## src/hdl/lsp_pkg.sv

```systemverilog
package lsp_pkg;

  localparam int unsigned NODES_DEF  = 8;
  localparam int unsigned NO_LINK    = 1000;
  localparam int unsigned NODE_W     = 3;
  localparam int unsigned COST_W     = 10;
  localparam int unsigned IN_DATA_W  = 16;
  localparam int unsigned OUT_DATA_W = 16;

  typedef enum logic [0:0] {
    CMD_WRITE   = 1'b0,
    CMD_COMPUTE = 1'b1
  } cmd_e;

endpackage

```

## src/hdl/link_state_shortest_path.sv

```systemverilog
// Link-state shortest path engine over a symmetric NODES x NODES cost matrix.
// Input stream: tuser[0] selects the command. A write transaction stores the
// link cost (capped at 1000) into both mirrored matrix entries and returns
// nothing; it holds the block until the mirror entry is written. A compute
// transaction runs the search from source_node (cfg_we_i/cfg_wdata_i, written
// while idle) and returns NODES result transactions, one per node in
// ascending order, the last one flagged by m_axis_tlast. A distance of 1000
// means unreachable. The search is one pass over the matrix row per round
// through a single add/compare unit fed by the cost RAM and the distance RAM,
// with at most NODES passes per compute; each result is then read back from
// the distance RAM before it is sent. s_axis_tready is high only while idle.
// Results wait in the output register while m_axis_tready is low; the block
// resumes when it is taken. Reset sets source_node to 0 and returns to idle;
// the cost matrix is not cleared and must be loaded before the first compute.
module link_state_shortest_path
#(
  parameter int unsigned NODES = lsp_pkg::NODES_DEF
) (
  input  logic                             clk_i,
  input  logic                             rst_ni,
  input  logic                             cfg_we_i,
  input  logic [lsp_pkg::NODE_W-1:0]       cfg_wdata_i,
  input  logic                             s_axis_tvalid,
  output logic                             s_axis_tready,
  // [2:0] node_a, [5:3] node_b, [15:6] link_cost
  input  logic [lsp_pkg::IN_DATA_W-1:0]    s_axis_tdata,
  // [0] cmd
  input  logic [0:0]                       s_axis_tuser,
  output logic                             m_axis_tvalid,
  input  logic                             m_axis_tready,
  // [2:0] dest_node, [12:3] distance, [15:13] zero
  output logic [lsp_pkg::OUT_DATA_W-1:0]   m_axis_tdata,
  output logic                             m_axis_tlast
);

  import lsp_pkg::*;

  localparam int unsigned NW = (NODES > 1) ? $clog2(NODES) : 1;
  localparam int unsigned MW = $clog2(NODES * NODES);
  localparam logic [NW-1:0] LAST_IDX = NW'(NODES - 1);
  localparam logic [COST_W-1:0] INF = COST_W'(NO_LINK);

  typedef enum logic [6:0] {
    S_IDLE   = 7'b0000001,
    S_MIRROR = 7'b0000010,
    S_PASS   = 7'b0000100,
    S_DRAIN  = 7'b0001000,
    S_NEXT   = 7'b0010000,
    S_ORD    = 7'b0100000,
    S_OSEND  = 7'b1000000
  } state_e;

  function automatic logic [MW-1:0] mat_addr(input logic [NW-1:0] row,
                                             input logic [NW-1:0] col);
    mat_addr = MW'(row) * MW'(NODES) + MW'(col);
  endfunction

  state_e              state_q, state_d;
  logic [NODE_W-1:0]   src_q, src_d;
  logic [NODES-1:0]    visited_q, visited_d;
  logic                p_v_q, p_v_d;
  logic                found_q, found_d;
  logic                init_q, init_d;
  logic                m_valid_q, m_valid_d;
  logic [NW-1:0]       round_q, round_d;
  logic [NW-1:0]       j_q, j_d;
  logic [MW-1:0]       mw_addr_q, mw_addr_d;
  logic [COST_W-1:0]   mw_data_q, mw_data_d;
  logic [NW-1:0]       row_q, row_d;
  logic [COST_W-1:0]   best_q, best_d;
  logic [COST_W-1:0]   cand_best_q, cand_best_d;
  logic [NW-1:0]       pick_q, pick_d;
  logic [NW-1:0]       p_j_q, p_j_d;
  logic [COST_W-1:0]   out_dist_q, out_dist_d;

  logic [NODE_W-1:0]   in_a, in_b, src_mod;
  logic [COST_W-1:0]   in_cost_raw, in_cost;
  cmd_e                in_cmd;
  logic                in_ok, acc;
  logic [NW-1:0]       src_idx;

  logic                mat_we;
  logic [MW-1:0]       mat_waddr;
  logic [COST_W-1:0]   mat_wdata, mat_rdata;
  logic [COST_W-1:0]   dist_rdata;
  logic [NW-1:0]       dist_raddr;

  logic                p_unvis, p_wr, p_better;
  logic [COST_W:0]     p_sum;
  logic [COST_W-1:0]   p_via, p_new;
  logic [NODES-1:0]    src_onehot;

  assign in_cmd      = cmd_e'(s_axis_tuser[0]);
  assign in_a        = s_axis_tdata[2:0];
  assign in_b        = s_axis_tdata[5:3];
  assign in_cost_raw = s_axis_tdata[15:6];
  assign in_cost     = (in_cost_raw > INF) ? INF : in_cost_raw;
  assign in_ok       = (32'(in_a) < NODES) && (32'(in_b) < NODES);
  assign acc         = s_axis_tvalid && s_axis_tready;

  always_comb begin
    src_mod = src_q;
    for (int k = 0; k < 8; k++) begin
      if (32'(src_mod) >= NODES) begin
        src_mod = src_mod - NODE_W'(NODES);
      end
    end
    src_idx = NW'(src_mod);
    src_onehot = '0;
    src_onehot[src_idx] = 1'b1;
  end

  always_comb begin
    mat_we    = 1'b0;
    mat_waddr = mat_addr(NW'(in_a), NW'(in_b));
    mat_wdata = in_cost;
    if (state_q == S_IDLE && acc && in_cmd == CMD_WRITE && in_ok) begin
      mat_we = 1'b1;
    end else if (state_q == S_MIRROR) begin
      mat_we    = 1'b1;
      mat_waddr = mw_addr_q;
      mat_wdata = mw_data_q;
    end
  end

  // while sending, fetch the node that follows the handshake
  assign dist_raddr = (state_q == S_OSEND) ? j_d : j_q;

  lsp_ram #(
    .WIDTH (COST_W),
    .DEPTH (NODES * NODES)
  ) u_cost_ram (
    .clk_i   (clk_i),
    .we_i    (mat_we),
    .waddr_i (mat_waddr),
    .wdata_i (mat_wdata),
    .raddr_i (mat_addr(row_q, j_q)),
    .rdata_o (mat_rdata)
  );

  lsp_ram #(
    .WIDTH (COST_W),
    .DEPTH (NODES)
  ) u_dist_ram (
    .clk_i   (clk_i),
    .we_i    (p_v_q && p_wr),
    .waddr_i (p_j_q),
    .wdata_i (p_new),
    .raddr_i (dist_raddr),
    .rdata_o (dist_rdata)
  );

  // shared relax/min unit
  always_comb begin
    p_unvis = !visited_q[p_j_q];
    p_sum   = {1'b0, best_q} + {1'b0, mat_rdata};
    p_via   = (p_sum > (COST_W + 1)'(NO_LINK)) ? INF : p_sum[COST_W-1:0];
    if (init_q) begin
      p_wr  = 1'b1;
      p_new = mat_rdata;
    end else begin
      p_wr  = p_unvis && (p_via < dist_rdata);
      p_new = p_wr ? p_via : dist_rdata;
    end
    p_better = p_unvis && (p_new < cand_best_q);
  end

  always_comb begin
    state_d     = state_q;
    src_d       = cfg_we_i ? cfg_wdata_i : src_q;
    visited_d   = visited_q;
    p_v_d       = 1'b0;
    p_j_d       = j_q;
    found_d     = found_q;
    init_d      = init_q;
    m_valid_d   = m_valid_q;
    round_d     = round_q;
    j_d         = j_q;
    mw_addr_d   = mw_addr_q;
    mw_data_d   = mw_data_q;
    row_d       = row_q;
    best_d      = best_q;
    cand_best_d = cand_best_q;
    pick_d      = pick_q;
    out_dist_d  = out_dist_q;

    if (p_v_q && p_better) begin
      cand_best_d = p_new;
      pick_d      = p_j_q;
      found_d     = 1'b1;
    end

    case (state_q)
      S_IDLE: begin
        if (s_axis_tvalid) begin
          if (in_cmd == CMD_COMPUTE) begin
            visited_d   = src_onehot;
            row_d       = src_idx;
            init_d      = 1'b1;
            round_d     = '0;
            j_d         = '0;
            cand_best_d = INF;
            found_d     = 1'b0;
            state_d     = S_PASS;
          end else if (in_ok) begin
            mw_addr_d = mat_addr(NW'(in_b), NW'(in_a));
            mw_data_d = in_cost;
            state_d   = S_MIRROR;
          end
        end
      end
      S_MIRROR: state_d = S_IDLE;
      S_PASS: begin
        p_v_d = 1'b1;
        j_d   = j_q + NW'(1);
        if (j_q == LAST_IDX) begin
          j_d     = '0;
          state_d = S_DRAIN;
        end
      end
      S_DRAIN: state_d = S_NEXT;
      S_NEXT: begin
        j_d = '0;
        if (found_q && round_q != LAST_IDX) begin
          visited_d[pick_q] = 1'b1;
          best_d      = cand_best_q;
          row_d       = pick_q;
          round_d     = round_q + NW'(1);
          init_d      = 1'b0;
          cand_best_d = INF;
          found_d     = 1'b0;
          state_d     = S_PASS;
        end else begin
          state_d = S_ORD;
        end
      end
      S_ORD: begin
        // dist RAM read of node j_q issued in the previous cycle
        out_dist_d = dist_rdata;
        m_valid_d  = 1'b1;
        state_d    = S_OSEND;
      end
      S_OSEND: begin
        if (m_axis_tready) begin
          m_valid_d = 1'b0;
          if (j_q == LAST_IDX) begin
            state_d = S_IDLE;
          end else begin
            j_d     = j_q + NW'(1);
            state_d = S_ORD;
          end
        end
      end
      default: state_d = S_IDLE;
    endcase
  end

  always_ff @(posedge clk_i or negedge rst_ni) begin
    if (!rst_ni) begin
      state_q   <= S_IDLE;
      src_q     <= '0;
      visited_q <= '0;
      p_v_q     <= 1'b0;
      found_q   <= 1'b0;
      init_q    <= 1'b0;
      m_valid_q <= 1'b0;
      round_q   <= '0;
      j_q       <= '0;
    end else begin
      state_q   <= state_d;
      src_q     <= src_d;
      visited_q <= visited_d;
      p_v_q     <= p_v_d;
      found_q   <= found_d;
      init_q    <= init_d;
      m_valid_q <= m_valid_d;
      round_q   <= round_d;
      j_q       <= j_d;
    end
  end

  always_ff @(posedge clk_i) begin
    mw_addr_q   <= mw_addr_d;
    mw_data_q   <= mw_data_d;
    row_q       <= row_d;
    best_q      <= best_d;
    cand_best_q <= cand_best_d;
    pick_q      <= pick_d;
    p_j_q       <= p_j_d;
    out_dist_q  <= out_dist_d;
  end

  assign s_axis_tready = (state_q == S_IDLE);
  assign m_axis_tvalid = m_valid_q;
  assign m_axis_tlast  = (j_q == LAST_IDX);
  assign m_axis_tdata  = {(OUT_DATA_W - COST_W - NODE_W)'(0), out_dist_q, NODE_W'(j_q)};

  a_valid_in_send: assert property (@(posedge clk_i) disable iff (!rst_ni)
    m_axis_tvalid |-> state_q == S_OSEND)
    else $error("result valid outside send state");

  a_src_visited: assert property (@(posedge clk_i) disable iff (!rst_ni)
    (acc && in_cmd == CMD_COMPUTE) |=> $onehot(visited_q))
    else $error("search did not start with only the source visited");

  a_dist_cap: assert property (@(posedge clk_i) disable iff (!rst_ni)
    m_axis_tvalid |-> out_dist_q <= INF)
    else $error("distance above no-link cost");

  a_found_reach: assert property (@(posedge clk_i) disable iff (!rst_ni)
    (found_q && state_q == S_NEXT) |-> (cand_best_q < INF && !visited_q[pick_q]))
    else $error("picked node unreachable or already visited");

  a_pass_busy: assert property (@(posedge clk_i) disable iff (!rst_ni)
    p_v_q |-> (state_q == S_PASS || state_q == S_DRAIN))
    else $error("relax unit active outside a pass");

endmodule

```

## src/hdl/lsp_ram.sv

```systemverilog
module lsp_ram #(
  parameter int unsigned WIDTH = 10,
  parameter int unsigned DEPTH = 64,
  localparam int unsigned AW = (DEPTH > 1) ? $clog2(DEPTH) : 1
) (
  input  logic             clk_i,
  input  logic             we_i,
  input  logic [AW-1:0]    waddr_i,
  input  logic [WIDTH-1:0] wdata_i,
  input  logic [AW-1:0]    raddr_i,
  output logic [WIDTH-1:0] rdata_o
);

  logic [WIDTH-1:0] mem_q [DEPTH];

  always_ff @(posedge clk_i) begin
    if (we_i) begin
      mem_q[waddr_i] <= wdata_i;
    end
    rdata_o <= mem_q[raddr_i];
  end

endmodule
```

## config.mk

```make
export PLATFORM = sky130hd
export DESIGN_NAME = link_state_shortest_path
export DESIGN_NICKNAME = d
export VERILOG_FILES = /design/src/hdl/lsp_pkg.sv /design/src/hdl/link_state_shortest_path.sv /design/src/hdl/lsp_ram.sv
export SDC_FILE = /design/constraint.sdc
export NUM_CORES = 1
export LEC_CHECK = 0
export BUFFER_PORTS_ARGS = -buffer_cell sky130_fd_sc_hd__buf_2
export CAP_MARGIN = 20
export CORE_MARGIN = 1
export CORE_UTILIZATION = 40
export DETAILED_ROUTE_END_ITERATION = 12
export GPL_TIMING_DRIVEN = 0
export PLACE_DENSITY = 0.54
export SLEW_MARGIN = 10
export SYNTH_ARGS = -nofsm -noshare
export SYNTH_HDL_FRONTEND = slang
export SYNTH_SLANG_ARGS = --single-unit
```

## constraint.sdc

```tcl
create_clock -name clk_i -period 5.5 [get_ports clk_i]
set_input_delay 0.825 -clock clk_i [delete_from_list [all_inputs] [get_ports clk_i]]
set_output_delay 0.825 -clock clk_i [all_outputs]
set_load 0.005 [all_outputs]
```

==> results.cfg <==
[power]
leakagePower_nw = 12.9
pwr-share-comb_pct = 27.9
clkPwrFrac_pct = 31.6
p_int_mw = 13.0
power.density_nw_per_um2 = 474
peakVddDrop_v = 0.000258
netSwitchingPower_mw = 5.50
pwr-share-seq_pct = 40.5
switching_share_pct = 29.7

[clock_tree]
cts.path.max_buffers = 3
clock-root-buffer = clkbuf_16
cts.reportedPaths.clkPinSlew_ns = 0.07
cts_buffers = 88
htree_num_levels = 3
clock_latency_ns = 0.65
cts_sinks = 823
cts_tree = built

[setup_path]
r2r_end = cand_best_q[0]
path_buf_inv = 13
worst-path-max-fanout = 8
critical_path_class = reg2reg
r2r_cells = 31
cp.required_ns = 6.07
critical-path-max-stage-delay_ns = 0.39
critPathLaunchType = flop
critPathMostFrequentCell = buf_4
crit_start = best_q[0]
r2r_slack_ns = -0.20
critPathCaptureType = flop
cp_slowest_cell = nor4_4
crit_family = compound AO/OA/AOI/OAI gates
arrival_ns = 6.27
r2r_start = best_q[0]

[global_routing]
grt_pass1_wl_mm = 118
gr-total-overflow = 0
antenna_found_initial = 2
grt_start_max_net_pins = 65
grt_pass1_vias = 17566
grt_use_total_pct = 19.0

[sta]
fin_crit_sh_pct = 104
setup_viol = 14
slew_headroom_pct = 26.4
hold_slack_ns = 0.227
clock_skew_ns = 0.0481
timing.final.max_slew_violations = 0
max_freq_mhz = 175
rsz0062_at_grt = true
hold_violations = 0
min_period_ns = 5.70
timing.final.ws_setup_ns = -0.204
tightest_slew_ns = 1.10

[route]
drt-initial-drc-count = 1346
highest_layer = met4
drt_wl_total_mm = 79.5
firstDrtPassIters = 5
num_vias = 17009
met3WireLength_mm = 3.09
viasPerCell = 5.53
final_antenna_net_count = 0
wire_per_inst_um = 25.8
drc = 0
dr_wl_met2_mm = 39.3
m1WireLength_mm = 35.3

[layout]
antenna_cells = 0
fin_cells = 3076
syn_to_final_growth_pct = 17.4
drive_gt1_share_pct = 29.3
nets = 1996
finish.instance_area_um2 = 39100

[logic_synthesis]
ys_ff_latch = 823
yosys_warnings = 0
syn_avg_cell_area_um2 = 19.3
synth-async-reset-ratio_pct = 3.40
synth-seq-area-share_pct = 72.9
yosysUniqueCellTypes = 76
synth_area_um2 = 33300
synth_edf_count = 762
synth_ff_type = edfxtp_1
syn_inst = 1720

[place]
port_buffers = 40
placed_area_um2 = 35200
dpl_worst_slack_ns = -1.23
dp_cells = 2844
gp_congestion = 0.850
dpl.hpwl_mm = 53.7

[die]
die_w_um = 290
die_y_um = 290
core_region_area_um2 = 82200
ios = 44
die_area_um2 = 84300
start_util_pct = 40.5
rows = 105

[worst_hold_path]
hp-class = in2async

[run_status]
violations = setup timing
outcome = finished with violations

[flow_run]
drv_cap = 0
-- what timing repair did --
action / CTS / global route
gates cloned: 1 / 0
pin swaps: 41 / 21
hold buffers: 0 / 0
buffers inserted: 45 / 10
resized for setup: 50 / 35
endpoints found under the setup margin: 14 / 44
endpoints found under the hold margin: 0 / 0
-- cell usage in the layout (no fill, tap or decap), drive strengths merged, types with 18 or more instances in the layout --
cell type / instances
o21ai: 22
dfxtp: 33
nand2b: 20
mux4: 210
inv: 44
nand3: 20
clkbuf: 161
nand2: 82
nor2: 110
a21oi: 18
mux2i: 66
dfrtp: 27
ha: 34
edfxtp: 762
clkinv: 32
buf: 159
mux2: 18
-- power groups by stage --
stage                     clock network (mW)  registers [mW]  logic (mW)
final                                   5.85            7.50        5.16
after detailed placement                   0            7.61        4.45
after CTS                               5.97            7.49        4.93
after global routing                    6.19            7.51        5.51
after global placement                     0            7.63        4.31
after floorplan                            0            7.52        2.93
-- registers in the layout (all words and copies together), names as in the netlist, 6 cells and up --
register and cells:
best_q 10, cand_best_q 10, mw_addr_q 6, mw_data_q 10, out_dist_q 10, state_q 7, u_cost_ram.mem_q 640, u_cost_ram.rdata_o 10
u_dist_ram.mem_q 80, u_dist_ram.rdata_o 10, visited_q 8
-- cell usage after synthesis (all sizes together) (8+ instances only) --
cell | count | area [um2]
mux4 | 210 | 4730
inv | 40 | 150
buf | 34 | 179
edfxtp | 762 | 22900
nor2 | 110 | 413
a31oi | 15 | 93.8
nor4 | 11 | 81.3
ha | 34 | 425
a21o | 8 | 60.1
mux2i | 66 | 668
and2 | 8 | 50.1
nand2 | 82 | 308
clkbuf | 50 | 188
o221ai | 9 | 85.1
nor2b | 9 | 56.3
mux2 | 18 | 203
o21ai | 22 | 110
nand3 | 20 | 100
dfxtp | 33 | 661
dfrtp | 27 | 676
nand2b | 20 | 125
a21oi | 18 | 90.1
nor3 | 15 | 91.3
-- routing by layer --
metal	vias up	track usage, %
met5	-	0
met3	120	2.61
met2	427	31.4
li1	7431	-
met4	0	5.01
met1	9031	26.5
-- per-stage QoR --
step | power, mW | TNS, ns | util (%)
after CTS | 18.4 | -3.04 | 47.0
after global placement | 11.9 | -15.50 | 42.5
final | 18.5 | -2.28 | 47.5
after global routing | 19.2 | -5.67 | 47.5
after detailed placement | 12.1 | -16.45 | 42.8
after floorplan | 10.4 | 0 | -
-- worst register-to-register path: cells and delay by family, from the launching register on --
family / cells / cell delay (ns)
AOI/OAI and AO/OA: 10 / 2.10
adders and majority gates: 3 / 0.68
buffers and inverters: 13 / 1.57
DFF: 1 / 0.37
and+or+nand+nor: 5 / 0.92
-- cell families after synthesis --
kind of cell | Yosys count | synth area share [%]
xor+xnor | 7 | 0.184
buf+inv | 124 | 1.55
compound gates | 124 | 2.70
other cells | 1 | 0.0113
fa+ha+maj | 35 | 1.34
simple gates | 312 | 4.51
flops | 823 | 72.9
mux | 294 | 16.8
-- final cells by class --
cell class | instances | area [um2]
Clock inverter | 48 | 527
Clock buffer | 112 | 2320
Inverter | 40 | 155
Buffer | 84 | 383
Sequential cell | 823 | 24200
Tap cell | 1070 | 1340
Multi-Input combinational cell | 775 | 9040
Fill cell | 6794 | 43200
Timing Repair Buffer | 124 | 1040
-- how the worst max path moves through the flow --
stage / to / slack, ns / depth (start not counted)
after floorplan: pick_q[0] / 0.01 / 27
after global placement: cand_best_q[6] / -1.18 / 23
after detailed placement: cand_best_q[6] / -1.23 / 24
after CTS: pick_q[1] / -0.25 / 27
after global routing: cand_best_q[0] / -0.46 / 27
final: cand_best_q[0] / -0.20 / 31
Note: power is estimated with default switching activity, not from simulation.
